===== config.mk =====
export PLATFORM = sky130hd
export DESIGN_NAME = ip_fragment_release_tracker
export DESIGN_NICKNAME = d
export VERILOG_FILES = /design/src/hdl/ifrt_pkg.sv /design/src/hdl/ifrt_slots.sv /design/src/hdl/ip_fragment_release_tracker.sv
export SDC_FILE = /design/constraint.sdc
export NUM_CORES = 1
export LEC_CHECK = 0
export BUFFER_PORTS_ARGS = -buffer_cell sky130_fd_sc_hd__buf_4
export CELL_PAD_IN_SITES_DETAIL_PLACEMENT = 1
export CELL_PAD_IN_SITES_GLOBAL_PLACEMENT = 2
export CORE_UTILIZATION = 39
export CTS_BUF_LIST = sky130_fd_sc_hd__clkbuf_16
export CTS_CLUSTER_DIAMETER = 200
export DETAILED_ROUTE_END_ITERATION = 16
export PLACE_DENSITY_LB_ADDON = 0.1
export SLEW_MARGIN = 40
export SYNTH_ARGS = -nofsm -noshare
export SYNTH_HDL_FRONTEND = slang
export SYNTH_SLANG_ARGS = --single-unit
export TNS_END_PERCENT = 10

===== constraint.sdc =====
create_clock -name clk -period 3.15 [get_ports clk]
set_clock_uncertainty 0.1 [all_clocks]
set_input_delay 0.1575 -clock clk [delete_from_list [all_inputs] [get_ports clk]]
set_output_delay 0.1575 -clock clk [all_outputs]
set_load 0.01 [all_outputs]

===== src/hdl/ifrt_pkg.sv =====
`timescale 1ns / 1ps
// ----------------------------------------------------------------------------
// ifrt_pkg
// Shared constants and types of the fragment release tracker.
// ----------------------------------------------------------------------------
package ifrt_pkg;

  localparam int FRAG_SLOTS = 8;
  localparam int SLOT_W     = $clog2(FRAG_SLOTS);
  localparam int MID_W      = $clog2(FRAG_SLOTS + 1);

  localparam logic [SLOT_W-1:0] FIRST_SLOT   = SLOT_W'(0);
  localparam logic [SLOT_W-1:0] LAST_SLOT    = SLOT_W'(1);
  localparam logic [MID_W-1:0]  MIDDLE_START = MID_W'(2);

  localparam logic [16:0] SUM_MAX = 17'h1FFFF;

  // release_mode codes; anything above MODE_INORDER acts as MODE_COMPLETE
  localparam logic [1:0] MODE_OOO      = 2'd0;
  localparam logic [1:0] MODE_INORDER  = 2'd1;
  localparam logic [1:0] MODE_COMPLETE = 2'd2;

  typedef enum logic [2:0] {
    ST_IDLE,
    ST_ACCUM,
    ST_DECIDE,
    ST_SCAN,
    ST_FINISH
  } state_t;

  typedef struct packed {
    logic              wr_en;
    logic [SLOT_W-1:0] wr_idx;
    logic [15:0]       wr_handle;
    logic              rel_en;
    logic [SLOT_W-1:0] rel_idx;
    logic              clr;
  } slot_ctrl_t;

endpackage


===== src/hdl/ifrt_slots.sv =====
`timescale 1ns / 1ps
// ----------------------------------------------------------------------------
// ifrt_slots
// Slot store: buffer handles plus held and released flags per slot.
// ----------------------------------------------------------------------------
module ifrt_slots import ifrt_pkg::*; (
  input  logic                  clk,
  input  logic                  rst,
  input  slot_ctrl_t            ctrl,
  input  logic [SLOT_W-1:0]     rd_idx,
  output logic [FRAG_SLOTS-1:0] held,
  output logic [FRAG_SLOTS-1:0] released,
  output logic [15:0]           rd_handle
);

  logic [15:0] slot_handle [FRAG_SLOTS];

  always_ff @(posedge clk) begin
    if (ctrl.wr_en) begin
      slot_handle[ctrl.wr_idx] <= ctrl.wr_handle;
    end
  end

  always_ff @(posedge clk) begin
    if (rst || ctrl.clr) begin
      held     <= '0;
      released <= '0;
    end else begin
      for (int i = 0; i < FRAG_SLOTS; i++) begin
        if (ctrl.wr_en && ctrl.wr_idx == SLOT_W'(i)) begin
          held[i]     <= 1'b1;
          released[i] <= 1'b0;
        end else if (ctrl.rel_en && ctrl.rel_idx == SLOT_W'(i)) begin
          held[i]     <= 1'b0;
          released[i] <= 1'b1;
        end
      end
    end
  end

  assign rd_handle = slot_handle[rd_idx];

endmodule


===== src/hdl/ip_fragment_release_tracker.sv =====
`timescale 1ns / 1ps
// ----------------------------------------------------------------------------
// ip_fragment_release_tracker
// Holds the fragment handles of one datagram and releases them by mode.
// ----------------------------------------------------------------------------
// Flow: an accepted request passes ACCUM, then DECIDE unless it is rejected,
//   then SCAN if anything is to be released, then FINISH, where the last
//   result is pushed; the release scan visits one slot per cycle unless the
//   output stalls, and in-order mode stops at the first gap. A new request is
//   taken only once the last is done: in_ready is high only in idle. Output back-pressure adds stalls.
// Reset (synchronous): entry cleared, release_mode 0, no result pending.
// ----------------------------------------------------------------------------
module ip_fragment_release_tracker import ifrt_pkg::*; (
  input  logic        clk,
  input  logic        rst,
  input  logic        in_valid,
  output logic        in_ready,
  input  logic [15:0] frag_handle,
  input  logic [15:0] byte_offset,
  input  logic [15:0] frag_length,
  input  logic        more_follow,
  output logic        out_valid,
  input  logic        out_ready,
  output logic        handle_valid,
  output logic [15:0] released_handle,
  output logic        error,
  output logic        completed,
  output logic        last_of_run,
  input  logic        cfg_valid,
  output logic        cfg_ready,
  input  logic [1:0]  cfg_data
);

  state_t state, state_next;

  logic [1:0]  release_mode;
  logic [15:0] in_handle;
  logic [15:0] in_offset;
  logic [15:0] in_length;
  logic        in_more;

  logic [16:0]      bytes_received;
  logic [16:0]      expected_total;
  logic             total_known;
  logic [MID_W-1:0] next_middle_slot;

  logic [SLOT_W-1:0] slot_idx;
  logic [SLOT_W-1:0] scan_i;
  logic              err;
  logic              cmp;
  logic              single;
  logic              inorder;
  logic              pend_valid;
  logic [15:0]       pend_handle;

  slot_ctrl_t            sctrl;
  logic [FRAG_SLOTS-1:0] held;
  logic [FRAG_SLOTS-1:0] released;
  logic [15:0]           rd_handle;

  ifrt_slots u_slots (
    .clk       (clk),
    .rst       (rst),
    .ctrl      (sctrl),
    .rd_idx    (scan_i),
    .held      (held),
    .released  (released),
    .rd_handle (rd_handle)
  );

  // ---- datapath terms ----
  logic [17:0]       sum_wide;
  logic [16:0]       sum_sat;
  logic              is_first, is_last, is_mid;
  logic              acc_err;
  logic [SLOT_W-1:0] acc_idx;
  logic              dec_cmp, dec_rel;
  logic              scan_stop, scan_rel, scan_stall, scan_end;
  logic              fin_push, fin_stall;
  logic              out_free;

  assign out_free = !out_valid || out_ready;

  assign sum_wide = {1'b0, bytes_received} + {2'b00, in_length};
  assign sum_sat  = sum_wide[17] ? SUM_MAX : sum_wide[16:0];
  assign is_first = (in_offset == 16'd0);
  assign is_last  = !is_first && !in_more;
  assign is_mid   = !is_first && in_more;
  assign acc_err  = (in_length == 16'd0) ||
                    (is_first && held[FIRST_SLOT]) ||
                    (is_last && held[LAST_SLOT]) ||
                    (is_mid && next_middle_slot >= MID_W'(FRAG_SLOTS));
  assign acc_idx  = is_first ? FIRST_SLOT :
                    is_last  ? LAST_SLOT  : next_middle_slot[SLOT_W-1:0];

  assign dec_cmp = total_known && (bytes_received == expected_total);
  // no handle is released until the first fragment has been seen
  assign dec_rel = (held[FIRST_SLOT] || released[FIRST_SLOT]) &&
                   (release_mode == MODE_OOO || release_mode == MODE_INORDER ||
                    dec_cmp);

  assign scan_stop  = inorder && !held[scan_i] && !released[scan_i];
  assign scan_rel   = held[scan_i] && (!single || scan_i == slot_idx);
  assign scan_stall = scan_rel && pend_valid && !out_free;
  assign scan_end   = (scan_i == SLOT_W'(FRAG_SLOTS - 1));

  assign fin_push  = err || pend_valid || cmp;
  assign fin_stall = fin_push && !out_free;

  // ---- next state ----
  always_comb begin
    state_next = state;
    unique case (state)
      ST_IDLE: begin
        if (in_valid) state_next = ST_ACCUM;
      end
      ST_ACCUM: begin
        state_next = acc_err ? ST_FINISH : ST_DECIDE;
      end
      ST_DECIDE: begin
        state_next = dec_rel ? ST_SCAN : ST_FINISH;
      end
      ST_SCAN: begin
        if (scan_stop) state_next = ST_FINISH;
        else if (!scan_stall && scan_end) state_next = ST_FINISH;
      end
      ST_FINISH: begin
        if (!fin_stall) state_next = ST_IDLE;
      end
      default: state_next = ST_IDLE;
    endcase
  end

  // ---- control outputs ----
  logic        push;
  logic        push_hv;
  logic [15:0] push_handle;
  logic        push_err;
  logic        push_last;
  logic        clear_all;
  logic        pend_load;

  always_comb begin
    push        = 1'b0;
    push_hv     = 1'b0;
    push_handle = 16'd0;
    push_err    = 1'b0;
    push_last   = 1'b0;
    clear_all   = 1'b0;
    pend_load   = 1'b0;
    sctrl       = '0;
    unique case (state)
      ST_ACCUM: begin
        sctrl.wr_en     = !acc_err;
        sctrl.wr_idx    = acc_idx;
        sctrl.wr_handle = in_handle;
      end
      ST_SCAN: begin
        if (scan_rel && !scan_stall) begin
          pend_load     = 1'b1;
          sctrl.rel_en  = 1'b1;
          sctrl.rel_idx = scan_i;
          // previous release goes out now that it is known not to be last
          push          = pend_valid;
          push_hv       = 1'b1;
          push_handle   = pend_handle;
        end
      end
      ST_FINISH: begin
        if (!fin_stall) begin
          push        = fin_push;
          push_hv     = !err && pend_valid;
          push_handle = (!err && pend_valid) ? pend_handle : 16'd0;
          push_err    = err;
          push_last   = 1'b1;
          clear_all   = err || cmp;
          sctrl.clr   = err || cmp;
        end
      end
      default: ;
    endcase
  end

  assign in_ready  = (state == ST_IDLE);
  assign cfg_ready = 1'b1;

  // ---- registers ----
  always_ff @(posedge clk) begin
    if (rst) state <= ST_IDLE;
    else     state <= state_next;
  end

  always_ff @(posedge clk) begin
    if (rst) begin
      release_mode <= MODE_OOO;
    end else if (cfg_valid && cfg_ready) begin
      release_mode <= cfg_data;
    end
  end

  always_ff @(posedge clk) begin
    if (in_valid && in_ready) begin
      in_handle <= frag_handle;
      in_offset <= byte_offset;
      in_length <= frag_length;
      in_more   <= more_follow;
    end
  end

  always_ff @(posedge clk) begin
    if (rst || clear_all) begin
      bytes_received   <= '0;
      expected_total   <= '0;
      total_known      <= 1'b0;
      next_middle_slot <= MIDDLE_START;
    end else if (state == ST_ACCUM) begin
      bytes_received <= sum_sat;
      if (is_last) begin
        expected_total <= {1'b0, in_offset} + {1'b0, in_length};
        total_known    <= 1'b1;
      end
      if (is_mid && !acc_err) next_middle_slot <= next_middle_slot + MID_W'(1);
    end
  end

  always_ff @(posedge clk) begin
    if (rst) begin
      err        <= 1'b0;
      cmp        <= 1'b0;
      pend_valid <= 1'b0;
    end else begin
      unique case (state)
        ST_ACCUM: begin
          err        <= acc_err;
          cmp        <= 1'b0;
          pend_valid <= 1'b0;
          slot_idx   <= acc_idx;
        end
        ST_DECIDE: begin
          cmp     <= dec_cmp;
          single  <= (release_mode == MODE_OOO) && released[FIRST_SLOT];
          inorder <= (release_mode == MODE_INORDER);
          scan_i  <= '0;
        end
        ST_SCAN: begin
          if (pend_load) begin
            pend_valid  <= 1'b1;
            pend_handle <= rd_handle;
          end
          if (!scan_stall && !scan_end) scan_i <= scan_i + SLOT_W'(1);
        end
        ST_FINISH: begin
          if (!fin_stall) begin
            pend_valid <= 1'b0;
            err        <= 1'b0;
          end
        end
        default: ;
      endcase
    end
  end

  always_ff @(posedge clk) begin
    if (rst) begin
      out_valid <= 1'b0;
    end else if (push) begin
      out_valid <= 1'b1;
    end else if (out_ready) begin
      out_valid <= 1'b0;
    end
  end

  always_ff @(posedge clk) begin
    if (push) begin
      handle_valid    <= push_hv;
      released_handle <= push_handle;
      error           <= push_err;
      completed       <= cmp && !push_err;
      last_of_run     <= push_last;
    end
  end

`ifndef SYNTHESIS
  a_err_alone: assert property (@(posedge clk) disable iff (rst)
    out_valid && error |-> !handle_valid && !completed && last_of_run)
    else $error("error result carries other flags");

  a_busy_after_accept: assert property (@(posedge clk) disable iff (rst)
    in_valid && in_ready |=> !in_ready)
    else $error("request accepted while previous still in work");

  a_idle_no_pending: assert property (@(posedge clk) disable iff (rst)
    state == ST_IDLE |-> !pend_valid)
    else $error("pending release left over in idle");

  a_no_push_over: assert property (@(posedge clk) disable iff (rst)
    push |-> out_free)
    else $error("result register overwritten");
`endif

endmodule

Word level (Yosys, flattened, before mapping)
Memory sizes are Yosys's and may differ from the RTL's. A register that Yosys moved wholly into a read port is not among the register bits.
Index checks and enable logic that the tools add are counted.
- register bits: 141
- memory bits (writable): 128
- bits of input ports: 56
- memories kept: 1
- add/sub/neg operators: 4
- order comparisons: 2
- equality and inequality tests: 27
- multiplexer cells: 60
- bitwise operators: 1
- reductions and logical operators: 97
- memories (memory ; words ; bits a word ; read ports ; clocked after memory_dff ; wr ports ; RTL line ; text):
    u_slots.slot_handle ; 8 ; 16 ; 1 ; 1 ; 1 ; ifrt_slots.sv:16 ; logic [15:0] slot_handle [FRAG_SLOTS];
- operators with widths (kind ; count):
    two-way mux 16 bit ; 3
    logical AND 1 bit ; 37
    two-way mux 1 bit ; 34
    zero test 16 bit ; 2
    one-hot mux 16 bit (2 select lines) ; 1
    == test 3 bit, second input constant ; 10
    two-way mux 3 bit ; 9
    nonzero test 2 bit ; 12
    two-way mux 20 bit ; 1
    adder 17 x 16 -> 18 bit ; 1
    == test 3 x 2 -> 1 bit, second input constant ; 6
    adder 16 x 16 -> 17 bit ; 1
    == test 17 bit ; 1
    two-way mux 17 bit ; 1
    OR reduction 2 bit ; 8
    one-hot mux 3 bit (5 select lines) ; 1
    zero test 1 bit ; 12
    logical OR 1 bit ; 12
    AND reduction 3 bit ; 4
    AND reduction 2 bit ; 5
    == test 3 x 1 -> 1 bit, second input constant ; 3
    zero test 3 bit ; 3
    two-way mux 4 bit ; 2
    inequality test 2 bit, second input constant ; 4
    other kinds (14) ; 18

Longest topological paths before layout
Gate-level depths: netlist (run 1).
- word-level depth: 13
- gate-level depth with buffers: 9
- mapped depth without buffers: 9

Cells and area by module
A second synthesis (run 1) with hierarchy kept.
- cell total of the unflattened synthesis: 881
- area, all modules: 12572.1 um^2
- modules (own cells, without submodules) (module ; times used ; cells each ; area each (um^2) ; seq. area each (um^2)):
    ip_fragment_release_tracker ; 1 ; 627 ; 6994.2 ; 3753.6
    ifrt_slots ; 1 ; 254 ; 5577.8 ; 4164.0

Least setup slack after synthesis (run 1)
No wires, ideal clock.
- path type: register -> register
- start point: register in_offset[10]
- end point: memory u_slots.slot_handle[4][0], enable pin
- library setup time: 0.389 ns
- arrival time: 2.638 ns
- data required time: 2.661 ns
- setup slack: 0.022 ns
- stages on the path, launching flop included: 7
- period minus slack after synthesis: 3.128 ns
- cells stage by stage: edfxtp_1 or4_4 or4_4 buf_6 mux2i_4 nand3b_2 nor3_2
- word-level cells in the longest chain between the ends: 10
- elaborated cells between the ends (all ways): 16
- classes of those cells: 5 x mux; 11 x reduce/logical
- RTL lines (element ; RTL line ; text):
    start: declaration ; ip_fragment_release_tracker.sv:38 ; logic [15:0] in_offset;
    start signal: assignment ; ip_fragment_release_tracker.sv:204 ; in_offset <= byte_offset;
    zero test 16 bit * ; ip_fragment_release_tracker.sv:86 ; assign is_first = (in_offset == 16'd0);
    zero test 1 bit ; ip_fragment_release_tracker.sv:87, ip_fragment_release_tracker.sv:88 ;
    logical AND 1 bit ; ip_fragment_release_tracker.sv:87 ; assign is_last = !is_first && !in_more;
    logical AND 1 bit ; ip_fragment_release_tracker.sv:91 ; (is_last && held[LAST_SLOT]) ||
    logical OR 1 bit ; ip_fragment_release_tracker.sv:90 ; (is_first && held[FIRST_SLOT]) ||
    logical OR 1 bit ; ip_fragment_release_tracker.sv:91 ;
    zero test 1 bit ; ip_fragment_release_tracker.sv:154 ; sctrl.wr_en = !acc_err;
    two-way mux 20 bit * ; ip_fragment_release_tracker.sv:152 ; unique case (state)
    two-way mux 1 bit ; ifrt_slots.sv:19 ; if (ctrl.wr_en) begin
    two-way mux 1 bit (not written as such) ; ifrt_slots.sv:20 ; slot_handle[ctrl.wr_idx] <= ctrl.wr_handle;
    end: declaration ; ifrt_slots.sv:16 ;
Every way passes the cells marked *; elsewhere a longest branch is shown, timed or not.

Worst setup path in the final report (run 1)
- start point: register in_offset[1]
- end point: memory u_slots.slot_handle[2][6], enable pin
Same word-level chain as after synthesis.

==> qor.csv, run 1 <==
stage,metric,value,unit
worst_setup_path,worstPathRequired,3260,ps
sta,hold_viol,0,
detailed_routing,firstDrtPassIters,4,
clock_network,clk_latency,510,ps
logic_synthesis,synthArstFlopShare,0,%
sta,setup_tns,0,ps
finish,n_antenna_cell,0,
sta,fin_crit_sh,97.3,%
detailed_routing,drc,0,
worst_setup_path,r2r-start,in_offset[1],
placement,post-dp-hpwl,21.3,mm
floorplan,core_area,31500,sq um
placement,io_buffers,77,
global_routing,grt_pass1_wl,47.8,mm
placement,place_congestion,0.743,
sta,grt_setup_unrepaired,no,
clock_network,clockRootBuffer,clkbuf_16,
sta,final-setup-viol-count,0,
clock_network,htreeDepth,2,
logic_synthesis,ys.flop_type,edfxtp_1,
worst_setup_path,critical_path_arrival,3180,ps
sta,worst_pin_slew,625,ps
clock_network,clock_sinks,285,
sta,maxSlewViolCount,0,
sta,holdWs,257,ps
pwr,pwr_density_cell,573,nW/um^2
clock_network,clkTransAtPathRegs,60,ps
detailed_routing,ant_nets,0,
global_routing,antenna_found_initial,0,
worst_setup_path,end_kind,flip-flop,
global_routing,globalRouteOverflowTotal,0,
detailed_routing,wl,30.9,mm
floorplan,die-area,32700,sq um
finish,synthToLayoutAreaGrowth,23.7,%
detailed_routing,vias,7929,
hold_path,min-delay-start,frag_handle[3],
sta,maxSlewHeadroom,57.3,%
pwr,vdd_drop_max,335,uV
global_routing,grt_max_degree,34,
logic_synthesis,ys_seq_area_share,63.5,%
worst_setup_path,start_kind,flip-flop,
pwr,p_leak,5.73,nW
logic_synthesis,synth_nets,992,
logic_synthesis,synth_edf_count,221,
detailed_routing,initialDrtViolationCount,379,
floorplan,rows,65,
floorplan,io_pins,79,
worst_setup_path,crit_fanout,16,
logic_synthesis,synth_cell_type_count,69,
global_routing,grt.total_usage,19.2,%
clock_network,cts_tree,done,
logic_synthesis,synth_cells,898,
global_routing,grt_pass1_vias,8279,
finish,drive_gt1_share,20.8,%
logic_synthesis,avgSynthCellArea,13.9,sq um
logic_synthesis,synth-seq-cells,285,
logic_synthesis,yosys_warnings,0,
floorplan,fp.dieW,181,um
sta,min_period,3070,ps
sta,fmaxAchievable,326,MHz
finish,nets,1166,
clock_network,numCtsBuffers,34,
job,cap_viol_max_count,0,
worst_setup_path,startpoint,in_offset[1],
floorplan,die_h,181,um
worst_setup_path,criticalPathCategory,reg -> reg,
clock_network,cts_resized,0,
status,status,completed,
floorplan,initial_core_util,39.6,%
hold_path,hold_path.class,in -> reg,
detailed_routing,avgRoutedWirePerCell,20.6,um
clock_network,cts_buffer_depth,3,
logic_synthesis,synth_area,12500,sq um
detailed_routing,viasPerCell,5.30,
[layout by cell type (no fill, tap or decap), types with 4 or more instances in the layout]
cell / count
edfxtp_1: 221
buf_4: 106
dfxtp_1: 64
dlygate4sd3_1: 59
a21oi_1: 54
nor2_1: 51
nand2_1: 38
o21ai_0: 38
ha_1: 36
clkbuf_16: 35
and2_1: 34
mux4_2: 34
inv_1: 34
xor2_1: 30
nor3_1: 23
mux2_2: 17
nand3_1: 13
nor4_1: 13
a21o_1: 13
o21a_1: 13
xnor2_1: 11
a211oi_1: 10
and3_1: 8
buf_12: 8
nor2b_1: 7
nand2b_1: 7
a211o_1: 7
o211a_1: 7
clkinv_1: 6
mux2i_1: 5
or4_1: 5
nand4_1: 5
o31ai_1: 5
or3_1: 5
o31a_1: 4
a31oi_1: 4
a21oi_2: 4
[metrics by stage]
step	setup slack [ps]	instance area [sq um]	utilization [%]	cells	total power [mW]
after floorplan	22.1	12500	-	898	4.87
after global placement	76.9	13800	43.8	1376	5.18
after detailed placement	47.4	13800	43.8	1376	5.19
after CTS	33.9	15400	49.0	1493	8.96
after global routing	8.88	15400	49.0	1496	9.19
final	83.8	15400	49.0	1496	8.84
[critical path, cell delays in order, from the launching register on]
cell,delay (ps)
edfxtp_1,420
or4_1,590
or4_4,630
mux2i_4,240
nand3b_2,130
or3_4,360
inv_1,110
buf_12,180
[routing by layer]
layer | global-route usage [%] | wire length, um | vias up
li1 | - | - | 3793
met1 | 26.6 | 14700 | 3991
met2 | 31.9 | 14700 | 111
met3 | 2.66 | 968 | 34
met4 | 4.58 | 507 | 0
met5 | 0 | 0 | -
[timing repair]
action	in CTS	in global routing
hold endpoints to repair	58	0
buffers inserted	0	3
hold buffers	59	0
setup endpoints to repair	0	33
[kinds of logic (layout without fill, tap and decap cells)]
| kind of cell | count (synthesis) | in the layout | share of synthesized area, % |
|---|---|---|---|
| DFF | 285 | 285 | 63.5 |
| and+or+nand+nor | 233 | 233 | 10.0 |
| AOI/OAI and AO/OA | 182 | 182 | 9.50 |
| buffers and inverters | 61 | 257 | 1.93 |
| muxes | 57 | 57 | 8.26 |
| xor gates and xnor gates | 41 | 41 | 2.88 |
| adders and majority gates | 38 | 38 | 3.93 |
| other | 1 | 1 | 0.0301 |
[registers in the layout, indices dropped and copies added (netlist names), 8 cells and up]
name,flops
in_length,16
released_handle,16
pend_handle,16
u_slots.released,8
bytes_received,17
expected_total,17
u_slots.slot_handle,128
u_slots.held,8
in_handle,16
in_offset,16
[final cells by class]
class,instances,area [sq um]
Clock buffer,35,876
Clock inverter,23,163
Fill cell,3174,16000
Inverter,26,97.6
Multi-Input combinational cell,552,4330
Sequential cell,285,7920
Tap cell,402,503
Timing Repair Buffer,173,1550
[power breakdown]
part | internal [mW] | switching [mW]
clock network | 2.17 | 1.50
logic | 0.395 | 0.501
registers | 4.18 | 0.0901
[Yosys cell counts (11+ instances only)]
library cell,n,area share [%]
a21o_1,13,0.78
a21oi_1,55,2.2
and2_1,34,1.7
clkbuf_1,27,0.81
dfxtp_1,64,10
edfxtp_1,221,53
ha_1,36,3.6
inv_1,25,0.75
mux2_2,17,1.5
mux4_2,34,6.1
nand2_1,38,1.1
nand3_1,13,0.52
nor2_1,52,1.6
nor3_1,23,0.92
nor4_1,13,0.65
o21a_1,13,0.78
o21ai_0,38,1.5
xnor2_1,11,0.77
xor2_1,30,2.1
[final timing paths]
| kind | to | slack [ps] | cells past startpoint |
|---|---|---|---|
| hold reg to reg | expected_total[5] | 370 | 2 |
| hold / removal | in_handle[3] | 260 | 2 |
| setup / recovery | u_slots.slot_handle[2][6] | 80 | 7 |
| setup reg to reg | u_slots.slot_handle[2][6] | 80 | 7 |
No activity file was read; power rests on OpenSTA's default activity.
==> run 2: changes to the inputs <==
- CORE_UTILIZATION: 39 -> 25
==> run 2 against run 1 <==
  * Routed wire length is 11% higher
  * Setup slack better by 12 ps
  * Sequential power hardly changed
  * Final cell count is 18% higher
  * Combinational power is 2.2% higher
  * Critical path depth stayed put
  * Maximum frequency is 0.38% higher
  * Cell area is 3.2% higher
  * Largest power group unchanged
==> qor.csv, run 2 (same netlist as run 1, synthesis figures left out) <==
stage,metric,value,unit,change
worst_setup_path,crit_fanout,16,,unchanged
floorplan,die-area,50800,sq um,+55%
clock_network,cts_resized,0,,unchanged
global_routing,grt_pass1_wl,53.4,mm,+12%
floorplan,core_area,49100,sq um,+56%
worst_setup_path,start_kind,flip-flop,,
detailed_routing,vias,7966,,+0.47%
clock_network,clock_sinks,285,,unchanged
global_routing,grt.total_usage,14.1,%,-5.1 points
job,cap_viol_max_count,0,,unchanged
placement,io_buffers,77,,unchanged
finish,fin_area,15900,sq um,+3.2%
floorplan,rows,81,,+25%
floorplan,fp.dieW,225,um,+25%
worst_setup_path,criticalPathCategory,reg -> reg,,
finish,nFillCells,5235,,+65%
sta,worst_pin_slew,730,ps,+105 ps
placement,dp.cells,1640,,+19%
global_routing,antenna_found_initial,0,,unchanged
floorplan,die_h,225,um,+25%
clock_network,cts_tree,done,,
worst_setup_path,end_kind,flip-flop,,
detailed_routing,viasPerCell,4.51,,-15%
sta,fmaxAchievable,327,MHz,+0.38%
clock_network,clkTransAtPathRegs,60,ps,about the same
detailed_routing,ant_nets,0,,unchanged
finish,layout_commonest_cell,edfxtp_1,,
placement,place_congestion,0.706,,-4.9%
clock_network,htreeDepth,2,,unchanged
sta,final-setup-viol-count,0,,unchanged
placement,dp_slack,42.0,ps,-5.40 ps
sta,maxSlewViolCount,0,,unchanged
detailed_routing,initialDrtViolationCount,273,,-28%
sta,min_period,3050,ps,-11.7 ps
detailed_routing,firstDrtPassIters,4,,unchanged
placement,placed_area,14100,sq um,+2.6%
pwr,pwr_density_cell,589,nW/um^2,+2.9%
sta,hold_viol,0,,unchanged
worst_setup_path,worstPathRequired,3310,ps,+50 ps
finish,largest_registers,"u_slots.slot_handle x128, bytes_received x17, expected_total x17",,
finish,synthToLayoutAreaGrowth,27.7,%,
pwr,vdd_drop_max,378,uV,+13%
finish,largest-register,u_slots.slot_handle,,
hold_path,hold_path.class,in -> reg,,
clock_network,cts_buffer_depth,3,,unchanged
worst_setup_path,critical_path_arrival,3220,ps,+40 ps
sta,final.setup.worst_slack,95.5,ps,+11.7 ps
sta,fin_crit_sh,97.0,%,-0.37 points
detailed_routing,avgRoutedWirePerCell,19.4,um,-5.8%
finish,largest_reg_flops,128,,unchanged
detailed_routing,wl,34.4,mm,+11%
detailed_routing,drc,0,,unchanged
status,status,completed,,
clock_network,clockRootBuffer,clkbuf_16,,
sta,maxSlewHeadroom,51.0,%,-6.3 points
global_routing,grt_max_degree,43,,+26%
finish,stdcell_count,1767,,+18%
placement,post-dp-hpwl,23.3,mm,+9.0%
pwr,p_leak,5.80,nW,+1.2%
finish,drive_gt1_share,22.0,%,+1.2 points
floorplan,initial_core_util,25.4,%,-14 points
finish,n_antenna_cell,0,,unchanged
sta,setup_tns,0,ps,unchanged
sta,holdWs,211,ps,-45.9 ps
global_routing,grt_pass1_vias,8594,,+3.8%
global_routing,globalRouteOverflowTotal,0,,unchanged
finish,mostFrequentLayoutCells,"221 x edfxtp_1, 105 x buf_4, 64 x dfxtp_1",,
clock_network,numCtsBuffers,37,,+8.8%
finish,nets,1168,,+0.17%
floorplan,io_pins,79,,unchanged
sta,grt_setup_unrepaired,no,,
clock_network,clk_latency,560,ps,+50 ps
[run 2: cell types whose count changed in the layout (fill, tap and decap cells not counted), moves of 2 or more]
cell / previous run / this run
inv_1: 34 / 31
clkinv_2: 1 / 9
clkinvlp_4: 0 / 3
clkinv_1: 6 / 4
clkbuf_16: 35 / 38
inv_6: 2 / 0
clkinv_4: 0 / 2
[run 2: worst max-delay path, cell delays in order, from the launching register on]
cell and delay [ps]:
edfxtp_1 400, or4_4 600, or4_4 610, mux2i_4 240
nand3b_2 130, or3_4 380, inv_1 110, buf_12 180
[run 2: area by class of cell]
class	instances	area (sq um)	area share, %
flip-flops and latches	285	7920	49.7
multi-input cells	552	4330	27.2
repair buffers	172	1550	9.73
clock buffers	38	951	5.97
well taps	664	831	5.22
clock inverters	30	253	1.59
inverters	26	97.6	0.613
[run 2: final timing paths]
| check | start | to | slack [ps] | cells past startpoint |
|---|---|---|---|---|
| setup / recovery | in_offset[10] | u_slots.slot_handle[2][9] | 100 | 7 |
| hold / removal | frag_length[14] | in_length[14] | 210 | 2 |
| setup reg to reg | in_offset[10] | u_slots.slot_handle[2][9] | 100 | 7 |
| hold reg to reg | expected_total[6] | expected_total[6] | 370 | 2 |
[run 2: repair_timing]
item                                    in CTS  in global routing
hold endpoints to repair                    58                  0
setup buffers                                0                  1
endpoints found under the setup margin       0                 22
hold buffers                                58                  0
[run 2: stage by stage]
stage	utilization, %	power (mW)
after global routing	32.5	9.80
after detailed placement	28.8	5.22
final	32.5	9.38
after global placement	28.8	5.22
after floorplan	-	4.87
after CTS	32.5	9.58
[run 2: layer usage]
| metal | wire, um | GRT usage [%] |
|---|---|---|
| met1 | 16600 | 19.2 |
| met2 | 15900 | 22.6 |
| met3 | 972 | 2.20 |
| met5 | 0 | 0 |
| met4 | 910 | 5.24 |
[run 2: power by group]
group          total [mW]  internal [mW]  switching (mW)
Combinational       0.915          0.396           0.519
Clock                4.20           2.46            1.74
Sequential           4.27           4.18          0.0889
